**config.mk**
```make
export PLATFORM = sky130hd
export DESIGN_NAME = tdpt_ctrl
export DESIGN_NICKNAME = d
export VERILOG_FILES = /design/src/hw/rtl/tdpt_pkg.sv /design/src/hw/rtl/tdpt_ctrl.sv
export SDC_FILE = /design/constraint.sdc
export NUM_CORES = 1
export LEC_CHECK = 0
export BUFFER_PORTS_ARGS = -buffer_cell sky130_fd_sc_hd__buf_2
export CAP_MARGIN = 10
export CORE_AREA = 2 2 39 41
export CTS_CLUSTER_SIZE = 16
export DETAILED_ROUTE_END_ITERATION = 12
export DIE_AREA = 0 0 41 43
export PLACE_DENSITY = 0.47
export SYNTH_ARGS = -nofsm -noshare
export SYNTH_HDL_FRONTEND = slang
export SYNTH_SLANG_ARGS = --single-unit
export TNS_END_PERCENT = 10
```
**constraint.sdc**
```tcl
create_clock -name clock -period 3.7 [get_ports clock]
set_input_delay 0.37 -clock clock [delete_from_list [all_inputs] [get_ports clock]]
set_output_delay 0.37 -clock clock [all_outputs]
set_load 0.01 [all_outputs]
```
**src/hw/rtl/tdpt_pkg.sv**
```systemverilog
`timescale 1ns / 1ps

package tdpt_pkg;

   // Default width of the number under test.
   localparam int DEFAULT_NUMBER_WIDTH = 32;

   // First odd divisor tried, and the stride between odd divisors.
   localparam int FIRST_DIVISOR = 3;
   localparam int DIVISOR_STEP  = 2;

   // Commands from the controller to the datapath.
   typedef struct packed {
      logic load;     // capture a new request and set the divisor to its first value
      logic start;    // begin a division of the number by the current divisor
      logic step;     // one restoring division step
      logic advance;  // move to the next odd divisor
   } tdpt_cmd_type;

   // Status from the datapath to the controller.
   typedef struct packed {
      logic below_two;   // number is 0 or 1
      logic even;        // number is even
      logic equals_two;  // number is exactly 2
      logic div_last;    // this cycle performs the last division step
      logic bound_fail;  // divisor exceeds quotient: no further divisor can divide
      logic rem_zero;    // the divisor divides the number exactly
   } tdpt_status_type;

endpackage

```
**src/hw/rtl/tdpt_ctrl.sv**
```systemverilog
`timescale 1ns / 1ps

module tdpt_ctrl
   import tdpt_pkg::*;
(
   input  logic            clock,
   input  logic            reset,
   input  logic            req_valid,
   output logic            req_ready,
   output logic            rsp_valid,
   input  logic            rsp_ready,
   output logic            rsp_is_prime,
   output tdpt_cmd_type    cmd,
   input  tdpt_status_type status
);

   localparam logic [2:0] ST_IDLE     = 3'd0;
   localparam logic [2:0] ST_CLASSIFY = 3'd1;
   localparam logic [2:0] ST_DIVIDE   = 3'd2;
   localparam logic [2:0] ST_DECIDE   = 3'd3;
   localparam logic [2:0] ST_DONE     = 3'd4;

   logic [2:0] state_ff, state_in;
   logic       verdict_ff, verdict_in;
   logic       rsp_valid_ff, rsp_valid_in;
   logic       rsp_is_prime_ff, rsp_is_prime_in;
   logic       publish;

   assign req_ready    = (state_ff == ST_IDLE);
   assign rsp_valid    = rsp_valid_ff;
   assign rsp_is_prime = rsp_is_prime_ff;

   // The finished verdict moves to the output register as soon as it is free.
   assign publish = (state_ff == ST_DONE) && (!rsp_valid_ff || rsp_ready);

   always_comb begin
      state_in    = state_ff;
      verdict_in  = verdict_ff;
      cmd         = '0;
      case (state_ff)
         ST_IDLE: begin
            if (req_valid) begin
               cmd.load = 1'b1;
               state_in = ST_CLASSIFY;
            end
         end
         ST_CLASSIFY: begin
            if (status.below_two) begin
               verdict_in = 1'b0;
               state_in   = ST_DONE;
            end else if (status.even) begin
               verdict_in = status.equals_two;
               state_in   = ST_DONE;
            end else begin
               cmd.start = 1'b1;
               state_in  = ST_DIVIDE;
            end
         end
         ST_DIVIDE: begin
            cmd.step = 1'b1;
            if (status.div_last) begin
               state_in = ST_DECIDE;
            end
         end
         ST_DECIDE: begin
            if (status.bound_fail) begin
               verdict_in = 1'b1;
               state_in   = ST_DONE;
            end else if (status.rem_zero) begin
               verdict_in = 1'b0;
               state_in   = ST_DONE;
            end else begin
               cmd.advance = 1'b1;
               cmd.start   = 1'b1;
               state_in    = ST_DIVIDE;
            end
         end
         ST_DONE: begin
            if (publish) begin
               state_in = ST_IDLE;
            end
         end
         default: begin
            state_in = ST_IDLE;
         end
      endcase
   end

   always_comb begin
      rsp_valid_in    = rsp_valid_ff;
      rsp_is_prime_in = rsp_is_prime_ff;
      if (publish) begin
         rsp_valid_in    = 1'b1;
         rsp_is_prime_in = verdict_ff;
      end else if (rsp_ready) begin
         rsp_valid_in = 1'b0;
      end
   end

   always_ff @(posedge clock) begin
      if (reset) begin
         state_ff     <= ST_IDLE;
         rsp_valid_ff <= 1'b0;
      end else begin
         state_ff     <= state_in;
         rsp_valid_ff <= rsp_valid_in;
      end
      verdict_ff      <= verdict_in;
      rsp_is_prime_ff <= rsp_is_prime_in;
   end

endmodule

```
; Yosys cells after proc, flatten, opt, wreduce, memory -nomap -nowiden
; Index checks and enable logic that the tools add are counted.
[word_totals]
register_bits = 6
out_inout_bits = 7
[op_classes]
n_eq_ne = 9
n_mux = 24
reduce_logical = 8
[ops]
columns = operator, n
row1 = two-way mux 3 bit, 7
row2 = one-hot mux 3 bit (5 select lines), 1
row3 = two-way mux 1 bit, 14
row4 = == test 3 x 2 -> 1 bit (second input constant), 2
row5 = inequality test 2 bit (second input constant), 3
row6 = inequality test 3 bit (second input constant), 2
row7 = AND reduction 3 bit, 2
row8 = one-hot mux 1 bit (2 select lines), 2
row9 = nonzero test 2 bit, 2
row10 = == test 3 x 1 -> 1 bit (second input constant), 1
row11 = == test 3 bit (second input constant), 1
row12 = zero test 3 bit, 1
row13 = logical AND 1 bit, 1
row14 = zero test 1 bit, 1
row15 = logical OR 1 bit, 1

; Depth between registers and ports, before layout
; Gate-level depths: netlist of run 1.
[logic_depth]
word_depth = 5
mapped_depth = 4
mapped_depth_nobuf = 3

; Worst setup path after synthesis of run 1
; Ideal clock, no wire load.
[synth_path]
kind = register to output
start = register state_ff[1]
end = output cmd[3] (netlist bit)
arrival_ps = 984
t_required_ps = 3330
path_slack_ps = 2346
stages_incl_launch_ff = 4
n_path_buf = 1
cell_sequence = dfxtp_1 buf_6 nor3_1 and2_1
[synth_rtl]
columns = element, line
row1 = start: declaration, tdpt_ctrl.sv:23  ; logic [2:0] state_ff, state_in;
row2 = start signal: assignment, tdpt_ctrl.sv:105  ; state_ff <= state_in;
row3 = end: declaration, tdpt_ctrl.sv:13  ; output tdpt_cmd_type cmd,

==> results of run 1 <==
==> sequential cells by signal, summed over array words and instances, names as in the netlist <==
| name | count |
|---|---|
| state_ff | 3 |
| rsp_is_prime | 1 |
| rsp_valid | 1 |
| verdict_ff | 1 |
==> worst min path at each step <==
stage	start	endpoint	slack, ns	depth (start not counted)
3_5_place_dp	verdict_ff	rsp_is_prime	0.42	0
6_report	reset	rsp_valid	0.36	2
3_3_place_gp	verdict_ff	rsp_is_prime	0.42	0
4_1_cts	reset	rsp_valid	0.36	2
5_1_grt	reset	state_ff[0]	0.38	2
2_1_floorplan	verdict_ff	rsp_is_prime	0.40	0
==> power by group through the flow <==
stage | combinational [uW] | sequential (uW) | clock (uW)
detailed placement | 23.7 | 76.4 | 0
global placement | 23.6 | 76.4 | 0
global route | 26.1 | 75.6 | 66.4
CTS | 23.8 | 75.2 | 60.3
floorplan | 15.6 | 74.6 | 0
finish | 23.4 | 75.2 | 57.3
==> layout make-up <==
class	count	area, sq um
multi-input combinational	26	184
sequential	6	140
tap	16	20.0
timing repair buffer	16	80.1
clock buffer	3	22.5
fill	153	937
==> worst max-delay path, cell delays in order (launching register included) <==
cell and delay, ns:
dfxtp_1 0.47, mux2_2 0.41, nor2b_4 0.13, buf_2 0.13
==> per-layer routing <==
metal / track usage / up-vias / part of all wire / routed length, microns
li1: - / 153 / - / -
met1: 0.114 / 131 / 0.45 / 288
met2: 0.109 / 13 / 0.44 / 276
met3: 0.0471 / 0 / 0.11 / 68
met4: 0.0400 / 0 / 0 / 0
met5: 0 / - / 0 / 0
==> stage by stage <==
step | instance area [sq um] | util | cells | hold WS, ns
after global placement | 424 | 0.307 | 64 | 0.422
after detailed placement | 424 | 0.307 | 64 | 0.417
after CTS | 447 | 0.323 | 67 | 0.356
final | 447 | 0.323 | 67 | 0.362
after floorplan | 343 | - | 34 | 0.400
after global routing | 447 | 0.323 | 67 | 0.377
==> cells in the mapped netlist <==
| cell | count |
|---|---|
| nor3_1 | 1 |
| mux2i_1 | 1 |
| mux2_1 | 1 |
| nand2b_4 | 1 |
| dfxtp_1 | 4 |
| nor2b_4 | 1 |
| buf_4 | 1 |
| nor3b_1 | 1 |
| nand2_1 | 1 |
| nor2b_1 | 1 |
| a21oi_1 | 2 |
| nor2_2 | 1 |
| nor2_1 | 5 |
| and3_1 | 1 |
| mux2_2 | 1 |
| nor4_1 | 3 |
| nand2b_1 | 1 |
| and2_1 | 1 |
| edfxtp_1 | 2 |
| nand2_2 | 1 |
| or2_0 | 1 |
| buf_6 | 1 |
| o32ai_2 | 1 |
==> kinds of logic (layout without fill, tap and decap cells) <==
group | count (synthesis) | in the layout | share of synthesized area
AND/OR/NAND/NOR | 20 | 20 | 0.365
flip-flops | 6 | 6 | 0.409
AO/OA/AOI/OAI | 3 | 3 | 0.0767
multiplexers | 3 | 3 | 0.0949
buffers and inverters | 2 | 19 | 0.0548
==> impl_metrics.env, run 1 <==
export IMPL_status="complete, no violations"
export IMPL_fin_ws_ns=1.96
export IMPL_endpoint="cmd[2]"
export IMPL_end_kind="output pin"
export IMPL_ir_drop_mv=0.143
export IMPL_antenna_found_initial=0
export IMPL_leakagePower_uw=0.000190
export IMPL_rr_endpoint="verdict_ff"
export IMPL_synth_top_area_cell="dfxtp_1"
export IMPL_r2r_setup_slack_ns=2.41
export IMPL_crit_type="flip-flop to output pin"
export IMPL_maxSlewHeadroom=0.794
export IMPL_max_clock_path_buffers=2
export IMPL_clkLatencyLatePin_ns=0.24
export IMPL_finalMaxSlewViolations=0
export IMPL_power_density_nw_per_um2=349
export IMPL_layout_commonest_cell="buf_2"
export IMPL_yosysSeqAreaShare=0.409
export IMPL_place_gp_congestion=0.673
export IMPL_seqPwrFrac=0.482
export IMPL_ff2ff_path_depth=3
export IMPL_syn_inst=34
export IMPL_core_area_sq_um=1380
export IMPL_grt_remaining_overflow=0
export IMPL_rsz0062_at_grt="false"
export IMPL_worstPathArrival_ns=1.37
export IMPL_ant_nets=0
export IMPL_drc=0
export IMPL_yosysUniqueCellTypes=23
export IMPL_drive_gt1_frac=0.490
export IMPL_initial_core_util=0.248
export IMPL_std_cell_rows=14
export IMPL_wire_per_inst_microns=9.45
export IMPL_finalCritPeriodShare=0.470
export IMPL_ys_ff_latch=6
export IMPL_synth_area_sq_um=343
export IMPL_hold_class="input pin to flip-flop"
export IMPL_grt_pass1_wl_microns=1010
export IMPL_clkPwrFrac=0.368
export IMPL_ctsHoldBuffers=0
export IMPL_p_int_uw=120
export IMPL_ios=17
export IMPL_vias=297
export IMPL_first_iter_violations=7
export IMPL_place_ws_ns=2.21
export IMPL_antennaDiodeCount=0
export IMPL_hold_viol=0
export IMPL_max_cap_violations=0
export IMPL_grt_max_degree=10
export IMPL_critical_path_required_ns=3.33
export IMPL_clock_sinks=6
export IMPL_portBuffers=16
export IMPL_clk_pin_slew_ns=0.04
export IMPL_cts_resized=0
export IMPL_die_area_sq_um=1760
export IMPL_rr_startpoint="state_ff[0]"
export IMPL_syn_to_final_growth_pct=30.3
export IMPL_track_usage=0.0857
export IMPL_syn_area_per_cell_sq_um=10.1
export IMPL_worst_pin_slew_ns=0.309
export IMPL_setup_tns_ns=0
export IMPL_finalNetCount=63
export IMPL_fin_skew_ns=0.00177
export IMPL_synth_top_area_frac=0.234
export IMPL_period_needed_ns=1.74
export IMPL_grt_pass1_vias=259
export IMPL_synth_nets=44
export IMPL_crit_start="state_ff[1]"
export IMPL_crit_fanout=7
export IMPL_p_sw_frac=0.229
export IMPL_layout_common_cells="16 x buf_2, 5 x nor2_1, 4 x dfxtp_1, 3 x nor4_1, 3 x clkbuf_4"
export IMPL_ys_warnings_count=0
export IMPL_die_w_microns=41
export IMPL_die_h_microns=43
export IMPL_tritoncts="yes"
export IMPL_post_cts_buffers=0
export IMPL_p_total_uw=156
export IMPL_comb_power_share=0.150
export IMPL_worstSetupStartpointType="flip-flop"
export IMPL_cts_root_buffer="clkbuf_4"
export IMPL_finalSetupViolCount=0
export IMPL_wirelength_microns=633
export IMPL_synth_area_leaders="dfxtp_1 23%, edfxtp_1 18%, nor2_1 5.5%"
export IMPL_numCtsBuffers=3
export IMPL_p_switching_uw=35.7
export IMPL_timing_fmax_ghz=0.574
export IMPL_dpl_hpwl_microns=510
export IMPL_via_per_inst=4.43
export IMPL_drt_pre_antenna_iters=2
export IMPL_h_tree_depth=1
Note: power is estimated with default switching activity, not from simulation.
==> inputs of run 2 (changes only) <==
==> constraint.sdc (replaced) <==
create_clock -name clock -period 1.8 [get_ports clock]
set_input_delay 0.18 -clock clock [delete_from_list [all_inputs] [get_ports clock]]
set_output_delay 0.18 -clock clock [all_outputs]
set_load 0.01 [all_outputs]
==> run 2 against run 1 <==
Clock skew down 0.0011 ns. Largest power group unchanged. Total power up 110%. First-iteration DRC count down 29%. Clock power up 110%. Sequential share of layout area unchanged. Critical path type unchanged. Largest cell class unchanged.
==> impl_metrics.env, run 2 (synthesis results as in run 1) <==
export IMPL_cts_resized=0
export IMPL_antennaDiodeCount=0
export IMPL_end_kind="output pin"
export IMPL_h_tree_depth=1
export IMPL_die_w_microns=41
export IMPL_top_usage_layer="met1"
export IMPL_drt_pre_antenna_iters=2
export IMPL_grt_pass1_vias=262
export IMPL_dpl_hpwl_microns=537
export IMPL_finalMaxSlewViolations=0
export IMPL_layout_commonest_cell="buf_2"
export IMPL_die_area_sq_um=1760
export IMPL_maxSlewHeadroom=0.804
export IMPL_period_needed_ns=1.54
export IMPL_first_iter_violations=5
export IMPL_use_met2=0.116
export IMPL_p_int_uw=247
export IMPL_worst_pin_slew_ns=0.294
export IMPL_rsz0062_at_grt="false"
export IMPL_grt_remaining_overflow=0
export IMPL_post_cts_buffers=0
export IMPL_setup_tns_ns=0
export IMPL_antenna_found_initial=0
export IMPL_grt_pass1_wl_microns=1080
export IMPL_via_per_inst=4.39
export IMPL_wire_per_inst_microns=9.73
export IMPL_clk_pin_slew_ns=0.05
export IMPL_max_clock_path_buffers=2
export IMPL_ctsHoldBuffers=0
export IMPL_finalSetupViolCount=0
export IMPL_place_gp_congestion=0.666
export IMPL_die_h_microns=43
export IMPL_grt_max_degree=10
export IMPL_comb_power_share=0.148
export IMPL_finalInstanceArea_sq_um=447
export IMPL_placed_cell_area_sq_um=424
export IMPL_drc=0
export IMPL_layout_common_cells="16 x buf_2, 5 x nor2_1, 4 x dfxtp_1, 3 x nor4_1, 3 x clkbuf_4"
export IMPL_std_cell_rows=14
export IMPL_core_area_sq_um=1380
export IMPL_initial_core_util=0.248
export IMPL_finalCritPeriodShare=0.858
export IMPL_leakagePower_uw=0.000190
export IMPL_power_density_nw_per_um2=728
export IMPL_clock_sinks=6
export IMPL_hold_class="input pin to flip-flop"
export IMPL_status="complete, no violations"
export IMPL_met1_usage=0.130
export IMPL_crit_type="flip-flop to output pin"
export IMPL_ios=17
export IMPL_finalNetCount=63
export IMPL_portBuffers=16
export IMPL_critical_path_required_ns=1.62
export IMPL_worstSetupStartpointType="flip-flop"
export IMPL_p_switching_uw=78.1
export IMPL_clkLatencyLatePin_ns=0.24
export IMPL_grt_use_met3=0.0314
export IMPL_worstPathArrival_ns=1.36
export IMPL_wirelength_microns=652
export IMPL_largest_register="state_ff"
export IMPL_ant_nets=0
export IMPL_largest_reg_flops=3
export IMPL_numCtsBuffers=3
export IMPL_clkPwrFrac=0.378
export IMPL_track_usage=0.0957
export IMPL_max_cap_violations=0
export IMPL_cts_root_buffer="clkbuf_4"
export IMPL_drive_gt1_frac=0.490
export IMPL_hold_viol=0
export IMPL_tritoncts="yes"
export IMPL_seqPwrFrac=0.474
export IMPL_ir_drop_mv=0.307
export IMPL_p_sw_frac=0.240
export IMPL_fin_skew_ns=0.000690
export IMPL_crit_fanout=7
export IMPL_timing_fmax_ghz=0.648
export IMPL_vias=294
export IMPL_syn_to_final_growth_pct=30.3
==> run 2: cell counts in the layout (fill, tap and decap cells not counted) <==
No cell type changed its count.
==> run 2: area by class of cell <==
cell class	instances	area, sq um
repair buffers	16	80.1
flip-flops and latches	6	140
well taps	16	20.0
clock buffers	3	22.5
multi-input cells	26	184
fillers	159	937
==> run 2: power by group through the flow <==
stage	Clock (uW)	Combinational, uW	Sequential (uW)
finish	123	48.2	154
global route	135	55.1	155
CTS	131	49.0	154
detailed placement	0	48.9	157
global placement	0	49.1	157
floorplan	0	32.1	153
==> run 2: final timing paths <==
| kind | start | to | slack, ns | depth (start not counted) |
|---|---|---|---|---|
| max | state_ff[1] | cmd[2] | 0.26 | 3 |
| min | reset | rsp_valid | 0.17 | 2 |
| max reg2reg | state_ff[1] | verdict_ff | 0.52 | 2 |
| min reg2reg | verdict_ff | rsp_is_prime | 0.42 | 0 |
==> run 2: through the flow <==
stage	setup WS (ns)	hold WS [ns]	instances	total power (uW)	utilization
finish	0.256	0.172	67	325	0.323
global route	0.206	0.198	67	345	0.323
CTS	0.240	0.165	67	334	0.323
detailed placement	0.511	0.411	64	206	0.307
global placement	0.502	0.405	64	206	0.307
floorplan	0.610	0.249	34	185	-
==> run 2: routing by layer <==
metal / part of all wire / wire, microns
met4: 0 / 0
met2: 0.44 / 285
met1: 0.48 / 310
met5: 0 / 0
met3: 0.086 / 56
==> run 2: critical path: stages (launching register included) <==
cell     delay [ns]
dfxtp_1        0.46
mux2_2         0.41
nor2b_4        0.13
buf_2          0.13
